<file path="src/rtl/core/glex_pkg.sv">
`timescale 1ns / 1ps
// ----------------------------------------------------------------------------
// glex_pkg: shared definitions for the 3x3 local extrema unit
// Widths, register indexes, result record and the window classifier.
// ----------------------------------------------------------------------------
package glex_pkg;

  localparam int unsigned VAL_W      = 32;
  localparam int unsigned ROW_W      = 10;
  localparam int unsigned COL_W      = 6;
  localparam int unsigned MAX_ROWS   = 1 << ROW_W;
  localparam int unsigned MAX_COLS   = 1 << COL_W;
  localparam int unsigned ROW_CNT_W  = ROW_W + 1;
  localparam int unsigned COL_CNT_W  = COL_W + 1;
  localparam int unsigned CFG_IDX_W  = 2;
  localparam int unsigned CFG_DATA_W = ROW_CNT_W;
  localparam int unsigned LINE_W     = 2 * VAL_W;   // {row r-2, row r-1} per column
  localparam int unsigned RES_SLOTS  = 4;
  localparam int unsigned SLOT_W     = 2;
  localparam int unsigned ROW_CNT_RST = 20;
  localparam int unsigned COL_CNT_RST = 20;

  localparam logic [CFG_IDX_W-1:0] REG_ROW_COUNT = CFG_IDX_W'(0);
  localparam logic [CFG_IDX_W-1:0] REG_COL_COUNT = CFG_IDX_W'(1);

  typedef logic [VAL_W-1:0] val_t;
  typedef val_t [2:0][2:0] win_t;   // [row: 0 = r-2 .. 2 = r][col: 0 = c-2 .. 2 = c]

  typedef struct packed {
    logic [ROW_W-1:0] row;
    logic [COL_W-1:0] col;
    logic             is_max;
    logic             is_min;
    logic             frame_done;
  } res_t;

  // Count register to last index; zero acts as one, overflow clamps.
  function automatic logic [ROW_W-1:0] last_row_of(logic [ROW_CNT_W-1:0] v);
    if (v == '0) begin
      return '0;
    end else if (v > ROW_CNT_W'(MAX_ROWS)) begin
      return ROW_W'(MAX_ROWS - 1);
    end
    return ROW_W'(v - 1'b1);
  endfunction

  function automatic logic [COL_W-1:0] last_col_of(logic [COL_CNT_W-1:0] v);
    if (v == '0) begin
      return '0;
    end else if (v > COL_CNT_W'(MAX_COLS)) begin
      return COL_W'(MAX_COLS - 1);
    end
    return COL_W'(v - 1'b1);
  endfunction

  // Classify the cell at window place (ci,cj) against its in-grid,
  // in-window neighbors. ci/cj are constants at every call site.
  function automatic res_t make_result(win_t w, int ci, int cj,
                                       logic [ROW_W-1:0] row, logic [COL_W-1:0] col,
                                       logic [ROW_W-1:0] last_row,
                                       logic [COL_W-1:0] last_col);
    res_t               res;
    logic               up_ok, dn_ok, lf_ok, rt_ok, in_grid;
    logic signed [VAL_W-1:0] ctr, nb;
    int                 ni, nj;
    up_ok          = (row != '0);
    dn_ok          = (row != last_row);
    lf_ok          = (col != '0);
    rt_ok          = (col != last_col);
    ctr            = $signed(w[ci[1:0]][cj[1:0]]);
    res.row        = row;
    res.col        = col;
    res.is_max     = 1'b1;
    res.is_min     = 1'b1;
    res.frame_done = (row == last_row) && (col == last_col);
    for (int dr = -1; dr <= 1; dr++) begin
      for (int dc = -1; dc <= 1; dc++) begin
        ni      = ci + dr;
        nj      = cj + dc;
        in_grid = !(dr == -1 && !up_ok) && !(dr == 1 && !dn_ok) &&
                  !(dc == -1 && !lf_ok) && !(dc == 1 && !rt_ok);
        if ((dr != 0 || dc != 0) && ni >= 0 && ni <= 2 && nj >= 0 && nj <= 2 &&
            in_grid) begin
          nb = $signed(w[ni[1:0]][nj[1:0]]);
          if (nb > ctr) res.is_max = 1'b0;
          if (nb < ctr) res.is_min = 1'b0;
        end
      end
    end
    return res;
  endfunction

endpackage

</file>
<file path="src/rtl/core/glex_ram.sv">
`timescale 1ns / 1ps
// ----------------------------------------------------------------------------
// glex_ram: generic simple dual-port RAM
// One write port, one read port with registered read data (read-old).
// ----------------------------------------------------------------------------
module glex_ram #(
  parameter int unsigned WIDTH = 64,
  parameter int unsigned DEPTH = 64
) (
  input  logic                     clk_i,
  input  logic                     we_i,
  input  logic [$clog2(DEPTH)-1:0] waddr_i,
  input  logic [WIDTH-1:0]         wdata_i,
  input  logic                     re_i,
  input  logic [$clog2(DEPTH)-1:0] raddr_i,
  output logic [WIDTH-1:0]         rdata_o
);

  logic [WIDTH-1:0] mem_q [DEPTH];
  logic [WIDTH-1:0] rdata_q;

  always_ff @(posedge clk_i) begin
    if (we_i) begin
      mem_q[waddr_i] <= wdata_i;
    end
    if (re_i) begin
      rdata_q <= mem_q[raddr_i];
    end
  end

  assign rdata_o = rdata_q;

endmodule

</file>
<file path="src/rtl/core/grid_local_extrema_3x3_unit.sv">
`timescale 1ns / 1ps
// ----------------------------------------------------------------------------
// grid_local_extrema_3x3_unit: streaming 3x3 local max/min classifier
// Line-store RAM plus 3x3 window; every cell reported once, in raster order except that the last two rows interleave.
// ----------------------------------------------------------------------------
// Usage:
//   Input beats carry one signed grid value each, in raster order. Each cell
//   is reported as soon as its last in-grid neighbor has arrived, with its
//   row, column, max/min flags, last_of_run (final result of the input beat)
//   and frame_done (grid's final cell). After the final cell the position
//   wraps and the next beat starts a new frame.
//   Config writes (row_count, col_count) restart the frame; issue them only
//   while the unit is idle. cfg_ready_o is always high.
// Timing:
//   A beat with results holds stage 1 until the result group is free; the group
//   drains one result per cycle through the output register while out_stall_i
//   is low. Most beats cause at most one and, unstalled, run back to back;
//   beats in the last column or last row can cause two, the grid's final beat four.
//   Results pass from stage 1 through the result group to the output register.
//   Line store: one RAM word per column, read at accept, written back as
//   stage 1 fires; a one-column grid is served by a forwarding register.
// Reset: position and pipeline cleared, sizes back to 20 x 20; no RAM sweep,
//   stale line-store words only ever feed out-of-grid neighbors.
// Stall: out_stall_i holds the result register; backpressure reaches
//   in_stall_o within the same cycle once a beat with results meets a busy group.
// ----------------------------------------------------------------------------
module grid_local_extrema_3x3_unit (
  input  logic                           clk_i,
  input  logic                           rst_ni,
  // input channel
  input  logic                           in_valid_i,
  output logic                           in_stall_o,
  input  logic signed [glex_pkg::VAL_W-1:0] cell_value_i,
  // result channel
  output logic                           out_valid_o,
  input  logic                           out_stall_i,
  output logic [glex_pkg::ROW_W-1:0]     cell_row_o,
  output logic [glex_pkg::COL_W-1:0]     cell_col_o,
  output logic                           is_maximum_o,
  output logic                           is_minimum_o,
  output logic                           last_of_run_o,
  output logic                           frame_done_o,
  // config write channel
  input  logic                           cfg_valid_i,
  output logic                           cfg_ready_o,
  input  logic [glex_pkg::CFG_IDX_W-1:0] cfg_index_i,
  input  logic [glex_pkg::CFG_DATA_W-1:0] cfg_data_i
);

  import glex_pkg::*;

  // --------------------------------------------------------------------------
  // Config and input position
  // --------------------------------------------------------------------------
  logic [ROW_W-1:0] last_row_q;
  logic [COL_W-1:0] last_col_q;
  logic [ROW_W-1:0] in_row_q;
  logic [COL_W-1:0] in_col_q;
  logic             cfg_we;
  logic             in_accept;

  assign cfg_ready_o = 1'b1;
  assign cfg_we      = cfg_valid_i && cfg_ready_o;
  assign in_accept   = in_valid_i && !in_stall_o;

  always_ff @(posedge clk_i or negedge rst_ni) begin
    if (!rst_ni) begin
      last_row_q <= ROW_W'(ROW_CNT_RST - 1);
      last_col_q <= COL_W'(COL_CNT_RST - 1);
      in_row_q   <= '0;
      in_col_q   <= '0;
    end else if (cfg_we) begin
      unique case (cfg_index_i)
        REG_ROW_COUNT: begin
          last_row_q <= last_row_of(cfg_data_i[ROW_CNT_W-1:0]);
          in_row_q   <= '0;
          in_col_q   <= '0;
        end
        REG_COL_COUNT: begin
          last_col_q <= last_col_of(cfg_data_i[COL_CNT_W-1:0]);
          in_row_q   <= '0;
          in_col_q   <= '0;
        end
        default: ;  // unmapped index: ignored
      endcase
    end else if (in_accept) begin
      if (in_col_q == last_col_q) begin
        in_col_q <= '0;
        in_row_q <= (in_row_q == last_row_q) ? '0 : in_row_q + 1'b1;
      end else begin
        in_col_q <= in_col_q + 1'b1;
      end
    end
  end

  // --------------------------------------------------------------------------
  // Stage 1: line-store read data arrives; window update and classification
  // --------------------------------------------------------------------------
  logic                 s1_valid_q;
  logic [VAL_W-1:0]     s1_val_q;
  logic [ROW_W-1:0]     s1_row_q;
  logic [COL_W-1:0]     s1_col_q;
  logic                 fwd_hit_q;
  logic [LINE_W-1:0]    fwd_data_q;
  logic                 s1_fire;

  logic [LINE_W-1:0]    ram_rdata;
  logic [LINE_W-1:0]    line_word;
  logic [LINE_W-1:0]    wr_word;
  logic [VAL_W-1:0]     top_val, mid_val;
  win_t                 win_q, win_d;

  glex_ram #(
    .WIDTH (LINE_W),
    .DEPTH (MAX_COLS)
  ) u_line_ram (
    .clk_i   (clk_i),
    .we_i    (s1_fire),
    .waddr_i (s1_col_q),
    .wdata_i (wr_word),
    .re_i    (in_accept),
    .raddr_i (in_col_q),
    .rdata_o (ram_rdata)
  );

  // Write of the previous beat can land on the same edge as this read.
  assign line_word = fwd_hit_q ? fwd_data_q : ram_rdata;
  assign top_val   = line_word[LINE_W-1:VAL_W];
  assign mid_val   = line_word[VAL_W-1:0];
  assign wr_word   = {mid_val, s1_val_q};

  always_comb begin
    for (int i = 0; i < 3; i++) begin
      win_d[i][0] = win_q[i][1];
      win_d[i][1] = win_q[i][2];
    end
    win_d[0][2] = top_val;
    win_d[1][2] = mid_val;
    win_d[2][2] = s1_val_q;
  end

  // Candidate cells: (r-1,c-1), (r-1,c), (r,c-1), (r,c)
  logic [ROW_W-1:0]     s1_row_m1;
  logic [COL_W-1:0]     s1_col_m1;
  logic                 r_nz, c_nz, r_last, c_last;
  logic [RES_SLOTS-1:0] cand_mask;
  res_t                 cand [RES_SLOTS];

  assign s1_row_m1 = s1_row_q - 1'b1;
  assign s1_col_m1 = s1_col_q - 1'b1;
  assign r_nz      = (s1_row_q != '0);
  assign c_nz      = (s1_col_q != '0);
  assign r_last    = (s1_row_q == last_row_q);
  assign c_last    = (s1_col_q == last_col_q);

  assign cand_mask = {r_last && c_last, r_last && c_nz, r_nz && c_last, r_nz && c_nz};

  always_comb begin
    cand[0] = make_result(win_d, 1, 1, s1_row_m1, s1_col_m1, last_row_q, last_col_q);
    cand[1] = make_result(win_d, 1, 2, s1_row_m1, s1_col_q,  last_row_q, last_col_q);
    cand[2] = make_result(win_d, 2, 1, s1_row_q,  s1_col_m1, last_row_q, last_col_q);
    cand[3] = make_result(win_d, 2, 2, s1_row_q,  s1_col_q,  last_row_q, last_col_q);
  end

  // --------------------------------------------------------------------------
  // Result group (up to four per beat) and output register
  // --------------------------------------------------------------------------
  logic [RES_SLOTS-1:0] grp_mask_q;
  res_t                 grp_q [RES_SLOTS];
  logic [SLOT_W-1:0]    grp_head;
  logic [RES_SLOTS-1:0] grp_rest;
  logic                 grp_pop, grp_load, grp_free;
  logic                 out_free;
  logic                 out_valid_q;
  res_t                 out_res_q;
  logic                 out_last_q;

  always_comb begin
    grp_head = '0;
    for (int i = RES_SLOTS - 1; i >= 0; i--) begin
      if (grp_mask_q[i]) grp_head = SLOT_W'(i);
    end
  end

  assign grp_rest   = grp_mask_q & ~(RES_SLOTS'(1) << grp_head);
  assign out_free   = !out_valid_q || !out_stall_i;
  assign grp_pop    = (grp_mask_q != '0) && out_free;
  assign grp_free   = (grp_mask_q == '0) || (grp_pop && grp_rest == '0);
  assign s1_fire    = s1_valid_q && (cand_mask == '0 || grp_free);
  assign grp_load   = s1_fire && (cand_mask != '0);
  assign in_stall_o = s1_valid_q && !s1_fire;

  always_ff @(posedge clk_i or negedge rst_ni) begin
    if (!rst_ni) begin
      s1_valid_q  <= 1'b0;
      grp_mask_q  <= '0;
      out_valid_q <= 1'b0;
    end else begin
      if (in_accept) begin
        s1_valid_q <= 1'b1;
      end else if (s1_fire) begin
        s1_valid_q <= 1'b0;
      end
      if (grp_load) begin
        grp_mask_q <= cand_mask;
      end else if (grp_pop) begin
        grp_mask_q <= grp_rest;
      end
      if (out_free) begin
        out_valid_q <= grp_pop;
      end
    end
  end

  // payload, no reset
  always_ff @(posedge clk_i) begin
    if (in_accept) begin
      s1_val_q   <= cell_value_i;
      s1_row_q   <= in_row_q;
      s1_col_q   <= in_col_q;
      fwd_hit_q  <= s1_fire && (s1_col_q == in_col_q);
      fwd_data_q <= wr_word;
    end
    if (s1_fire) begin
      win_q <= win_d;
    end
    if (grp_load) begin
      for (int i = 0; i < RES_SLOTS; i++) begin
        grp_q[i] <= cand[i];
      end
    end
    if (grp_pop) begin
      out_res_q  <= grp_q[grp_head];
      out_last_q <= (grp_rest == '0);
    end
  end

  assign out_valid_o   = out_valid_q;
  assign cell_row_o    = out_res_q.row;
  assign cell_col_o    = out_res_q.col;
  assign is_maximum_o  = out_res_q.is_max;
  assign is_minimum_o  = out_res_q.is_min;
  assign last_of_run_o = out_last_q;
  assign frame_done_o  = out_res_q.frame_done;

  // --------------------------------------------------------------------------
  // Assertions
  // --------------------------------------------------------------------------
  // Grid's final cell always closes its beat's run.
  assert property (@(posedge clk_i) disable iff (!rst_ni)
    out_valid_o && frame_done_o |-> last_of_run_o)
    else $error("frame_done without last_of_run");

  // Same-word forwarding only arises for a one-column grid.
  assert property (@(posedge clk_i) disable iff (!rst_ni)
    s1_valid_q && fwd_hit_q |-> last_col_q == '0)
    else $error("line-store forward hit with more than one column");

  // A pending result is presented on the next cycle once the output frees.
  assert property (@(posedge clk_i) disable iff (!rst_ni)
    grp_mask_q != '0 && out_free |=> out_valid_o)
    else $error("result group did not drain");

  // A stage-1 beat with results never fires over a busy group.
  assert property (@(posedge clk_i) disable iff (!rst_ni)
    grp_load |-> grp_free)
    else $error("result group overwritten");

endmodule
</file>
<file path="config.mk">
export PLATFORM = sky130hd
export DESIGN_NAME = grid_local_extrema_3x3_unit
export DESIGN_NICKNAME = d
export VERILOG_FILES = /design/src/rtl/core/glex_pkg.sv /design/src/rtl/core/glex_ram.sv /design/src/rtl/core/grid_local_extrema_3x3_unit.sv
export SDC_FILE = /design/constraint.sdc
export NUM_CORES = 2
export LEC_CHECK = 0
export ABC_CLOCK_PERIOD_IN_PS = 24800
export BUFFER_PORTS_ARGS = -buffer_cell sky130_fd_sc_hd__buf_2
export CAP_MARGIN = 30
export CORE_MARGIN = 2
export CORE_UTILIZATION = 45
export DETAILED_ROUTE_END_ITERATION = 12
export PLACE_DENSITY_LB_ADDON = 0.2
export SLEW_MARGIN = 40
export SYNTH_ARGS = -nofsm -noshare
export SYNTH_HDL_FRONTEND = slang
export SYNTH_MEMORY_MAX_BITS = 65536
export SYNTH_SLANG_ARGS = --single-unit
</file>
<file path="constraint.sdc">
create_clock -name clk_i -period 24.8 [get_ports clk_i]
set_input_delay 4.96 -clock clk_i [delete_from_list [all_inputs] [get_ports clk_i]]
set_output_delay 4.96 -clock clk_i [all_outputs]
set_load 0.05 [all_outputs]
</file>
==> results.cfg <==
[placed_design]
dpl.hpwl_um = 321000
dpl_cell_area_um2 = 193000
port_buffers = 71
place.gp.congestion = 0.851

[route]
drtIter0Drc = 12500
drt-total-wl_um = 516000
remaining_drc_errors = 0
drt-wirelength-per-cell_um = 35.5
vias = 90400
avgViaCountPerCell = 6.21
antenna_left = 0
dr.pass1.iters = 5

[layout]
synthToLayoutAreaGrowth_pct = 13.9
final_area_um2 = 209000
drive_gt1_share_pct = 28.5
layout.nets = 9260

[yosys]
synthesis.nets = 8714
synth-main-ff-cell = edfxtp_1
synthCells = 8175
ys_types = 92
synth_area_um2 = 183000
synth-async-reset-ratio_pct = 0.832
yosys.area.top_type = edfxtp_1
synth_edf_count = 4529
seq_area_frac_synth_pct = 74.7
yosys_warnings = 0
yosys.area.top_type_share_pct = 74.2
synth_top_cells_by_area = edfxtp_1 74%, mux4_2 17%, ha_1 3.3%, a21oi_1 0.49%, dfrtp_1 0.44%
synth.avg_cell_area_um2 = 22.4
synth_seq_cells = 4567

[setup_path]
cpMostUsedCell = buf_2
start_kind = input port
cp_cell_sequence = buf_2 -> and2_1 -> maj3_1 -> o21a_1 -> o22ai_2 -> or3_1 -> inv_1 -> buf_2
crit_buf_inv = 3
crit_type = input port to primary output
worstPathMaxFanout = 6
crit_required_ns = 19.84
cp-end-kind = primary output
arrival_ns = 6.62
cp_slowest_stage_delay_ns = 0.38
cpMaxStageDelayCell = maj3_1
cp_top_family = compound AO/OA/AOI/OAI gates

[cts]
post_cts_buffers = 0
root_buffer = clkbuf_16
cts_sinks = 4567
clock_latency_ns = 1.02
cts_tree = done
cts_resized = 0
clk_transition_reported_paths_ns = 0.06
cts_buffer_depth = 4
hold_buffers = 0
cts_max_level = 5
cts-buffers-inserted = 459

[die]
ioPinCount = 73
fp.dieH_um = 642
die-area_um2 = 413000
core-area_um2 = 406000
std_cell_rows = 234
die-width_um = 642
start_util_pct = 45.2

[timing]
finalClockSkew_ns = 0.0718
slew_headroom_pct = 36.1
final_hold_viol_count = 0
tns_ns = 0
worstMarginPinSlew_ns = 0.959
fin_crit_sh_pct = 46.7
rsz0062_at_grt = false
setup_viol = 0
holdWs_ns = 0.469
slew_viol_final = 0
fin_crit_ns = 11.58
fmax_mhz = 86.3

[power_and_ir_drop]
pwr_density_cell_nw_per_um2 = 106
power.total_mw = 22.2
leakage_nw = 66.6
ir_worst_vdd_v = 0.0000667

[run]
maxCapViolations = 0

[grt]
grt-ovfl-total = 0
grt_max_degree = 123
grt_pass1_wl_um = 718000
grt_pass1_vias = 90100
track_usage_pct = 24.8
antenna_found_initial = 52

[min_path]
hp-class = flop to flop

[outcome]
status = finished clean
## worst register-to-register path, delay by kind of cell (launching register included)
kind     cells  cell delay [ns]
flops        1             0.70
mux          3             1.85
buf+inv      5             2.88
## registers in the layout (all words and copies together), names as in the netlist, 4 cells and up
name / count
s1_col_q: 6
s1_row_q: 10
cell_col_o: 6
u_line_ram.mem_q: 4096
u_line_ram.rdata_o: 64
grp_mask_q: 4
last_row_q: 10
last_col_q: 6
s1_val_q: 32
win_d: 192
fwd_data_q: 64
grp_q: 44
in_row_q: 10
in_col_q: 6
cell_row_o: 10
## per-layer routing
metal	track usage (%)	vias up	wire, µm
met5	0	-	132
met4	7.86	20	18500
met3	4.36	763	45500
met2	39.3	4370	244000
met1	35.2	49200	208000
li1	-	36100	-
## cells in the final DEF (no fill, tap or decap), types with 36 or more instances in the layout
cell type  instances
mux2_2            54
nand2_1          132
buf_4            209
bufinv_16         60
inv_1            169
mux4_2          1344
nand3_1           52
nor2_4            65
ha_1             489
clkbuf_1         104
a21oi_1          179
buf_2             70
clkinv_1          89
clkinv_2          81
o21ai_0           80
xor2_1            39
nand4_1           92
nor2_1            87
edfxtp_1        4529
buf_12            37
clkbuf_16        464
xnor2_1           36
buf_6             67
a21o_1            74
## per-stage QoR
stage,cells,util [%],setup slack [ns]
floorplan,8175,-,11.57
global placement,13600,47.3,13.16
detailed placement,13700,47.6,13.21
CTS,14500,51.3,13.20
global route,14500,51.4,13.15
finish,14500,51.4,13.22
## where the power goes
group	internal (mW)	switching (mW)
Combinational	2.11	3.44
Clock	4.06	2.94
Sequential	9.32	0.276
Total	15.5	6.66
## Yosys cell counts, types with 10 or more instances
master,instances
a211oi_1,27
a21o_1,74
a21oi_1,180
a221oi_1,15
a31oi_1,13
and3_1,10
and4_1,12
buf_1,25
buf_2,112
clkbuf_1,190
dfrtp_1,32
edfxtp_1,4529
ha_1,489
inv_1,171
mux2_2,55
mux2i_1,36
mux4_2,1344
nand2_1,133
nand2b_1,21
nand3_1,60
nand4_1,92
nor2_1,152
nor2b_1,20
nor3_1,26
nor4_1,22
o211ai_1,15
o21ai_0,80
o31ai_1,15
or3_1,13
or4_1,12
xnor2_1,36
xor2_1,39
## cell type report
type                            instances  area [µm²]
Fill cell                           31300      197000
Sequential cell                      4567      137000
Multi-Input combinational cell       3101       45000
Clock buffer                          570       12000
Tap cell                             5428        6790
Timing Repair Buffer                  419        4240
Clock inverter                        269        3080
Inverter                              173         677
Antenna cell                           19        47.5
## final timing paths
path	start	cells after the start	to	slack, ns
setup / recovery	out_stall_i	8	in_stall_o	13.22
hold / removal	win_d[32]	0	win_d[0]	0.47
setup reg to reg	in_col_q[0]	8	u_line_ram.rdata_o[10]	19.11
hold reg to reg	win_d[32]	0	win_d[0]	0.47
max in group asynchronous	rst_ni	1	in_col_q[1]	20.45
min in group asynchronous	rst_ni	1	out_valid_o	3.92
## logic make-up after synthesis
family / Yosys count / share of synthesized area [%]
DFF: 4567 / 74.7
adders and majority gates: 490 / 3.34
other: 1 / 0.00205
xor gates and xnor gates: 76 / 0.371
muxes: 1436 / 17.0
buffers and inverters: 507 / 1.14
and+or+nand+nor: 609 / 1.70
AOI/OAI and AO/OA: 489 / 1.71
(Power assumes the default switching activity.)
